[src/design/mkrs_pkg.sv]
// ----------------------------------------------------------------------------
// mkrs_pkg
// Shared types and constants for the multi key rank sorter: payload structs,
// sort mode codes, controller states and controller/datapath command bundles.
// ----------------------------------------------------------------------------
package mkrs_pkg;

    localparam int MAX_RECORDS = 32;
    localparam int NAME_CHARS  = 16;
    localparam int NAME_BYTES  = 16;
    localparam int IDX_W       = $clog2(MAX_RECORDS);
    localparam int CNT_W       = $clog2(MAX_RECORDS + 1);
    localparam int KEY_W       = 8 * NAME_BYTES;
    localparam int OUT_W       = 5;
    localparam int MODE_W      = 3;

    typedef enum logic [MODE_W-1:0] {
        MODE_NONE    = 3'd0,
        MODE_ID      = 3'd1,
        MODE_NAME    = 3'd2,
        MODE_LOAD    = 3'd3,
        MODE_RUNTIME = 3'd4,
        MODE_STACK   = 3'd5,
        MODE_HEAP    = 3'd6
    } t_sort_mode;

    typedef enum logic [2:0] {
        ST_LOAD,
        ST_RANK,
        ST_DRAIN,
        ST_EMIT_RD,
        ST_EMIT_SEND
    } t_ctl_state;

    typedef struct packed {
        logic [15:0] task_id;
        logic [63:0] name_low;
        logic [63:0] name_high;
        logic [9:0]  cpu_load;
        logic [31:0] run_time;
        logic [15:0] stack_free;
        logic [31:0] heap_used;
        logic        last_record;
    } t_in_item;

    typedef struct packed {
        logic [OUT_W-1:0] source_index;
        logic [OUT_W-1:0] position;
        logic             last_result;
    } t_out_item;

    typedef struct packed {
        logic             wr_en;
        logic [IDX_W-1:0] wr_addr;
        logic             cmp_go;
        logic [IDX_W-1:0] cmp_i;
        logic [IDX_W-1:0] cmp_j;
        logic             cmp_last;
        logic [IDX_W-1:0] rank_top;
        logic             out_rd;
        logic [IDX_W-1:0] out_addr;
        logic             out_last;
    } t_dp_cmd;

    typedef struct packed {
        logic pipe_busy;
    } t_dp_stat;

endpackage

[src/design/mkrs_ctrl.sv]
// ----------------------------------------------------------------------------
// mkrs_ctrl
// Sequencer: load count, pair loop over (i, j), pipeline drain and the
// result read-out loop.
// ----------------------------------------------------------------------------
module mkrs_ctrl import mkrs_pkg::*; (
    input  logic      i_clk,
    input  logic      i_rst_n,
    input  logic      i_req_valid,
    input  logic      i_req_last,
    input  logic      i_rsp_ready,
    input  t_dp_stat  i_stat,
    output logic      o_req_ready,
    output logic      o_rsp_valid,
    output t_dp_cmd   o_cmd
);

    t_ctl_state       r_state, n_state;
    logic [CNT_W-1:0] r_count, n_count;
    logic [IDX_W-1:0] r_top, n_top;
    logic [IDX_W-1:0] r_i, n_i;
    logic [IDX_W-1:0] r_j, n_j;
    logic [IDX_W-1:0] r_p, n_p;

    logic             w_acc;
    logic             w_room;
    logic [CNT_W-1:0] w_cnt_inc;

    assign w_acc     = i_req_valid && (r_state == ST_LOAD);
    assign w_room    = r_count < CNT_W'(MAX_RECORDS);
    assign w_cnt_inc = r_count + CNT_W'(w_room);

    always_comb begin
        n_state = r_state;
        case (r_state)
            ST_LOAD: begin
                if (w_acc && i_req_last) n_state = ST_RANK;
            end
            ST_RANK: begin
                if (r_i == r_top && r_j == r_top) n_state = ST_DRAIN;
            end
            ST_DRAIN: begin
                if (!i_stat.pipe_busy) n_state = ST_EMIT_RD;
            end
            ST_EMIT_RD: begin
                n_state = ST_EMIT_SEND;
            end
            ST_EMIT_SEND: begin
                if (i_rsp_ready) n_state = (r_p == r_top) ? ST_LOAD : ST_EMIT_RD;
            end
            default: begin
                n_state = ST_LOAD;
            end
        endcase
    end

    always_comb begin
        n_count = r_count;
        n_top   = r_top;
        n_i     = r_i;
        n_j     = r_j;
        n_p     = r_p;
        case (r_state)
            ST_LOAD: begin
                if (w_acc) begin
                    n_count = w_cnt_inc;
                    if (i_req_last) begin
                        n_count = '0;
                        n_top   = IDX_W'(w_cnt_inc - CNT_W'(1));
                        n_i     = '0;
                        n_j     = '0;
                        n_p     = '0;
                    end
                end
            end
            ST_RANK: begin
                if (r_j == r_top) begin
                    n_j = '0;
                    n_i = r_i + IDX_W'(1);
                end else begin
                    n_j = r_j + IDX_W'(1);
                end
            end
            ST_EMIT_SEND: begin
                if (i_rsp_ready) n_p = r_p + IDX_W'(1);
            end
            default: begin
            end
        endcase
    end

    always_comb begin
        o_req_ready    = (r_state == ST_LOAD);
        o_rsp_valid    = (r_state == ST_EMIT_SEND);
        o_cmd.wr_en    = w_acc && w_room;
        o_cmd.wr_addr  = r_count[IDX_W-1:0];
        o_cmd.cmp_go   = (r_state == ST_RANK);
        o_cmd.cmp_i    = r_i;
        o_cmd.cmp_j    = r_j;
        o_cmd.cmp_last = (r_j == r_top);
        o_cmd.rank_top = r_top;
        o_cmd.out_rd   = (r_state == ST_EMIT_RD);
        o_cmd.out_addr = r_p;
        o_cmd.out_last = (r_p == r_top);
    end

    always_ff @(posedge i_clk) begin
        if (!i_rst_n) begin
            r_state <= ST_LOAD;
            r_count <= '0;
            r_top   <= '0;
            r_i     <= '0;
            r_j     <= '0;
            r_p     <= '0;
        end else begin
            r_state <= n_state;
            r_count <= n_count;
            r_top   <= n_top;
            r_i     <= n_i;
            r_j     <= n_j;
            r_p     <= n_p;
        end
    end

endmodule

[config.mk]
export PLATFORM = sky130hd
export DESIGN_NAME = mkrs_ctrl
export DESIGN_NICKNAME = d
export VERILOG_FILES = /design/src/design/mkrs_pkg.sv /design/src/design/mkrs_ctrl.sv
export SDC_FILE = /design/constraint.sdc
export NUM_CORES = 1
export LEC_CHECK = 0
export BUFFER_PORTS_ARGS = -buffer_cell sky130_fd_sc_hd__buf_4
export CORE_MARGIN = 3
export CORE_UTILIZATION = 30
export DETAILED_ROUTE_END_ITERATION = 10
export GPL_ROUTABILITY_DRIVEN = 0
export MAX_ROUTING_LAYER = met4
export SYNTH_ARGS = -nofsm -noshare
export SYNTH_HDL_FRONTEND = slang
export SYNTH_SLANG_ARGS = --single-unit
export TNS_END_PERCENT = 100
[constraint.sdc]
create_clock -name i_clk -period 2.42 [get_ports i_clk]
set_input_delay 0.242 -clock i_clk [delete_from_list [all_inputs] [get_ports i_clk]]
set_output_delay 0.242 -clock i_clk [all_outputs]
set_load 0.005 [all_outputs]
==> results of run 1 <==
-- Yosys cell counts, types with 4 or more instances --
cell,instances,area (sq um)
a21boi_0,4,30.0
ha_1,6,75.1
nand4_1,5,31.3
nand2_1,17,63.8
dfxtp_1,29,581
a21oi_1,8,40.0
inv_1,8,30.0
clkbuf_1,6,22.5
nor2_1,20,75.1
o21ai_0,5,25.0
nor2b_1,12,75.1
xor2_1,14,123
xnor2_1,10,87.6
nand3_1,13,65.1
and2_1,4,25.0
buf_4,9,67.6
a31oi_1,4,25.0
-- cell families (layout without fill, tap and decap cells) --
kind of cell | after synthesis | in the layout | synth area share (%)
flops | 29 | 29 | 31.2
mux | 2 | 2 | 1.08
compound gates | 42 | 42 | 16.2
xor+xnor | 24 | 24 | 11.3
buf+inv | 24 | 53 | 7.07
simple gates | 93 | 93 | 29.1
fa+ha+maj | 6 | 6 | 4.04
-- layout make-up --
class,instances,share of cell area [%]
multi-input combinational,167,51.4
sequential,29,26.0
timing repair buffer,37,12.5
clock buffer,7,4.32
tap,75,4.21
inverter,8,1.35
clock inverter,1,0.224
-- worst max-delay path: cells and delay by family, from the launching register on --
family,cells,cell delay (ns)
flip-flops,1,0.33
buffers and inverters,2,0.16
adder cells (fa/ha/maj),3,0.73
AND/OR/NAND/NOR,1,0.25
AO/OA/AOI/OAI,2,0.23
XOR/XNOR,1,0.16
-- path summary, 6_finish.rpt --
path / end / slack, ns
worst max-delay path: r_top[4]$_SDFFE_PN0P_ / 0.47
worst min-delay path: r_p[1]$_SDFFE_PN0P_ / 0.27
worst max register to register: r_top[4]$_SDFFE_PN0P_ / 0.47
worst min register to register: r_i[4]$_SDFFE_PN0P_ / 0.52
-- report_power, final --
| part | internal, mW | leakage [nW] | total [mW] | switching, mW |
|---|---|---|---|---|
| Clock | 0.257 | 0.0542 | 0.448 | 0.191 |
| Combinational | 0.107 | 0.669 | 0.228 | 0.121 |
| Sequential | 0.492 | 0.235 | 0.525 | 0.0328 |
-- flip-flops by register name, indices dropped and copies added, names as in the netlist --
register	count
r_j	5
r_state	3
r_p	5
r_i	5
r_top	5
r_count	6
-- through the flow --
stage	worst slack (ns)	hold slack, ns
final	0.474	0.267
after CTS	0.490	0.259
after detailed placement	0.517	0.511
after global routing	0.292	0.274
after floorplan	0.638	0.410
after global placement	0.573	0.507
-- routing by layer --
metal | GRT usage (%) | up-vias | part of all wire (%)
li1 | - | 827 | -
met1 | 18.3 | 731 | 49
met2 | 20.6 | 37 | 44
met3 | 3.63 | 5 | 5.0
met4 | 5.47 | 0 | 1.6
met5 | - | - | 0
==> impl_results.md, run 1 <==
* Vias in the first global route at 1551
* Global-route wire length before repair at 7760 microns
* Sequential cell area at 581 sq um
* Critical path capture point type: flop
* Reg2reg start: r_count[5]$_SDFFE_PN0P_
* Number of port buffers at 37
* Die Ht at 84.7 microns
* Setup Buffers After CTS at 0
* Tightest Pin Transition at 0.608 ns
* Die area at 7180 sq um
* Placed cells at 316
* Max Slew Vio Count at 0
* Initial antenna violation count at 0
* Site row count at 28
* Ys flop type: dfxtp_1
* Largest net degree at the start of global routing at 26
* Sequential area share after synthesis at 31.2%
* Share of post-route cells with drive strength above 1 at 21.7%
* Crit Path Max Fanout at 4
* Post-detail-place hpwl at 3300 microns
* Startpoint types: flop
* Cts repair resizes at 0
* RSZ-0062 raised after global routing: false
* CP cell instances: inv_1 > ha_1 > ha_1 > inv_1 > ha_1 > nor4b_1 > a31oi_1 > xor2_1 > o21ai_0
* DR vias at 1600
* Leakage at 0.958 nW
* ANT nets after route at 0
* Clock transition at path regs at 0.06 ns
* GRT overflow at 0
* Nets at 260
* DR pass1 iterations at 4
* Placed cell areas at 2130 sq um
* Filler cell count at 641
* Maximum VDD drop at 0.226 mV
* Critical path startpoint: r_count[5]$_SDFFE_PN0P_
* CTS root buf: clkbuf_8
* Worst Hold Launch: i_rsp_ready
* Most frequent cells in the layout: buf_4, dfxtp_1, nor2_1
* Async S/R FF share, synth at 0%
* Final Hold Viols at 0
* All-layer global routing usage at 14.0%
* Worst-Skew Late Latency at 0.28 ns
* Cells after Synth at 220
* Highest-delay cell along the critical path: dfxtp_1
* Post-Syn Nets at 232
* Final setup fails at 0
* Most frequent CP cell: ha_1
* Syn Std Cell Area at 1860 sq um
* Setup CP Type: reg -> reg
* Initial drt markers at 71
* Final min period at 1.95 ns
* Tot Pwr at 1.20 mW
* Multi-input gate area at 1150 sq um
* H-tree levels at 2
* EDFF count, synth at 0
* Chip width at 84.7 microns
* CTS Buffer Depth at 2
* Final core occ at 37.5%
* Worst path max stage delay at 0.33 ns
* Post-route insts no fill at 324
* DR WL/cell at 13.9 microns
* Final Cycle Share at 80.4%
* Area Overhead vs Synth at 20.0%
* TNS Setup at 0 ns
* Initial Utilization at 31.2%
* WP data arrival at 2.16 ns
* Register bit count reported by yosys at 29
* Post-route cell area at 2230 sq um
* Ports at 38
* CTS tree: yes
* Run status: finished, final reports clean
* # diodes at 0
* Hold bufs inserted after CTS at 0
* DRC at 0
* Commonest non-fill, non-tap cell in the layout: buf_4
* Clk_skew at 0.00154 ns
* Final wirelength at 4500 microns
* Min-delay worst type: in -> reg
* Fmax at 514 MHz
* R2R depth at 9
* Worst rel slew slack at 59.4%
* Total clock sinks at 29
* Synth Area per Inst at 8.45 sq um
* Synth cell types at 50
* Core Area at 5960 sq um
* Vias per cell at 4.94
* Pwr Density at 538 nW/um^2
* Worst endpoint required time at 2.63 ns
* Hold Path Depth at 3
* Ys Warns at 0
* Cts bufs inserted at 5
* Max_cap viols at 0
Power figures use the tool's default switching activity.
==> run 2, diff against run 1 <==
--- a/config.mk
+++ b/config.mk
@@ -5,6 +5,7 @@
 export SDC_FILE = /design/constraint.sdc
 export NUM_CORES = 1
 export LEC_CHECK = 0
+export ABC_AREA = 1
 export BUFFER_PORTS_ARGS = -buffer_cell sky130_fd_sc_hd__buf_4
 export CORE_MARGIN = 3
 export CORE_UTILIZATION = 30
==> constraint.sdc (replaced) <==
create_clock -name i_clk -period 1.6 [get_ports i_clk]
set_input_delay 0.16 -clock i_clk [delete_from_list [all_inputs] [get_ports i_clk]]
set_output_delay 0.16 -clock i_clk [all_outputs]
set_load 0.005 [all_outputs]
==> impl_results.md, run 2 <==
* Sequential area share after synthesis at 32.0%
* Initial antenna violation count at 0
* Filler cell count at 605
* Initial drt markers at 77
* WP data arrival at 1.69 ns
* DRC at 0
* Final wirelength at 4690 microns
* Worst R2R End: r_top[3]$_SDFFE_PN0P_
* Wire length on met1 at 2350 microns
* Routed wl met3 at 245 microns
* Final Cycle Share at 94.5%
* Reg2reg start: r_count[5]$_SDFFE_PN0P_
* Multi-input gate area at 1110 sq um
* Worst Hold Launch: i_rsp_ready
* Cts bufs inserted at 5
* Commonest cells post-synth: nand2_1, dfxtp_1, inv_1
* Tightest Pin Transition at 0.335 ns
* H-tree levels at 2
* Hold Path Depth at 3
* Setup CP Type: reg -> reg
* Hold Path End: r_p[1]$_SDFFE_PN0P_
* Cells after Synth at 260
* Clock transition at path regs at 0.06 ns
* Routed wl met2 at 2020 microns
* Post-route insts no fill at 382
* Die area at 7010 sq um
* Syn Std Cell Area at 1810 sq um
* GRT overflow at 0
* Synth Area per Inst at 6.97 sq um
* Number of port buffers at 37
* CTS root buf: clkbuf_8
* Site row count at 27
* Sequential cell area at 589 sq um
* EDFF count, synth at 0
* Total clock sinks at 29
* Crit Path Max Fanout at 2
* TNS Setup at 0 ns
* Run status: finished, final reports clean
* ANT nets after route at 0
* Worst path max stage delay at 0.34 ns
* Highest-delay cell along the critical path: dfxtp_2
* Post-Syn Nets at 272
* Ys flop type: dfxtp_1
* Core Area at 5680 sq um
* Ports at 38
* CP cell instances: inv_2 > ha_4 > ha_4 > buf_4 > nand2_1 > nand2_2 > nor3_2 > xor2_1 > o21ai_1 > inv_1
* Placed cells at 372
* Chip width at 83.7 microns
* Synth top area cells: dfxtp_1, nand2_1, inv_1
* DR pass1 iterations at 4
* Fmax at 661 MHz
* Share of post-route cells with drive strength above 1 at 31.6%
* Yosys top cell by area: dfxtp_1
* Most common cell in the netlist: nand2_1
* DR WL/cell at 12.3 microns
* Vias per cell at 4.63
* Biggest register: r_count
* Top cell type's share of synthesized area at 32.0%
* Max FFs per register at 6
* Initial Utilization at 31.9%
* Global-route wire length before repair at 8200 microns
* Synth cell types at 34
* Register bit count reported by yosys at 29
* Pwr Density at 1210 nW/um^2
* Final setup fails at 0
* All-layer global routing usage at 14.7%
* CTS Buffer Depth at 2
* R2r setup slk at 0.09 ns
* RSZ-0062 raised after global routing: true
* CTS tree: yes
* Max_cap viols at 0
* Leakage at 1.06 nW
* # diodes at 0
* DR vias at 1770
* Final Hold Viols at 0
* Max Slew Vio Count at 0
* Worst rel slew slack at 77.6%
* Startpoint types: flop
* Largest net degree at the start of global routing at 11
* Die Ht at 83.7 microns
* Post-detail-place hpwl at 3640 microns
* Ys Warns at 0
* R2R depth at 10
* Maximum VDD drop at 0.520 mV
* Commonest non-fill, non-tap cell in the layout: nand2_1
* Top sig layer: met4
* Area Overhead vs Synth at 32.2%
* Critical path capture point type: flop
* Worst-Skew Late Latency at 0.29 ns
* Final min period at 1.51 ns
* Most frequent cells in the layout: nand2_1, buf_4, inv_1
* Worst hold margin at 0.177 ns
* Final core occ at 42.2%
* Nets at 322
* Async S/R FF share, synth at 0%
* Clk_skew at 0.00461 ns
* Min-delay worst type: in -> reg
* Worst endpoint required time at 1.78 ns
* Most frequent CP cell: ha_4
* Vias in the first global route at 1722
run 2: changes by cell type after synthesis, sizes merged, moves of 5 or more:
| cell | before | now |
|---|---|---|
| inv | 8 | 34 |
| nand3 | 14 | 19 |
| xor2 | 14 | 8 |
| nand2 | 18 | 67 |
| nor2b | 12 | 0 |
| a21boi | 6 | 0 |
| a21oi | 8 | 20 |
| nor2 | 20 | 33 |
run 2: timing repair:
action / 4_1_cts / 5_1_grt
gates cloned: 0 / 0
buffers inserted: 0 / 3
setup endpoints to repair: 3 / 20
pin swaps: 0 / 7
gates resized for setup: 3 / 19
hold buffers: 0 / 0
run 2: routing by layer:
metal	vias up	global-route usage [%]
li1	927	-
met1	797	19.6
met2	40	21.4
met3	6	3.65
met4	0	5.26
met5	-	-
run 2: worst max path at each step:
stage	start	endpoint	slack (ns)	depth (start not counted)
final	r_count[5]$_SDFFE_PN0P_	r_top[3]$_SDFFE_PN0P_	0.09	10
after global routing	r_count[5]$_SDFFE_PN0P_	r_top[3]$_SDFFE_PN0P_	-0.06	10
after CTS	r_count[5]$_SDFFE_PN0P_	r_top[2]$_SDFFE_PN0P_	0.02	9
after detailed placement	r_count[5]$_SDFFE_PN0P_	r_top[4]$_SDFFE_PN0P_	-0.07	9
after global placement	r_count[5]$_SDFFE_PN0P_	r_top[4]$_SDFFE_PN0P_	0.002	9
after floorplan	r_count[5]$_SDFFE_PN0P_	r_top[3]$_SDFFE_PN0P_	0.007	9
run 2: cells by family after synthesis:
family                   after synthesis  synth area share [%]
flip-flops                            29                  32.0
adder cells (fa/ha/maj)                6                  4.14
XOR/XNOR                              17                  8.21
AND/OR/NAND/NOR                      131                  34.0
AO/OA/AOI/OAI                         35                  11.5
buffers and inverters                 42                  10.2
run 2: area by class of cell:
class                   instances  share of cell area [%]
inverters                      34                    5.54
well taps                      72                    3.76
flip-flops and latches         29                    24.6
repair buffers                 51                    16.0
clock buffers                   7                    3.60
multi-input cells             189                    46.5
run 2: through the flow:
step | total power, mW | cell area (sq um) | setup slack (ns)
6_report | 2.90 | 2400 | 0.0872
5_1_grt | 3.15 | 2400 | -0.0583
4_1_cts | 2.81 | 2310 | 0.0241
3_5_place_dp | 2.16 | 2210 | -0.0705
3_3_place_gp | 2.16 | 2210 | 0.00229
2_1_floorplan | 1.68 | 1810 | 0.00712
run 2: power breakdown:
group	internal, mW	total, mW	switching [mW]
registers	0.813	0.925	0.111
logic	0.609	1.34	0.733
clock network	0.341	0.631	0.290
run 2: worst max-delay path, delay by kind of cell, from the launching register on:
kind / cells / cell delay (ns)
and+or+nand+nor: 3 / 0.31
xor gates and xnor gates: 1 / 0.10
adders and majority gates: 2 / 0.31
AOI/OAI and AO/OA: 1 / 0.14
DFF: 1 / 0.34
buffers and inverters: 3 / 0.23
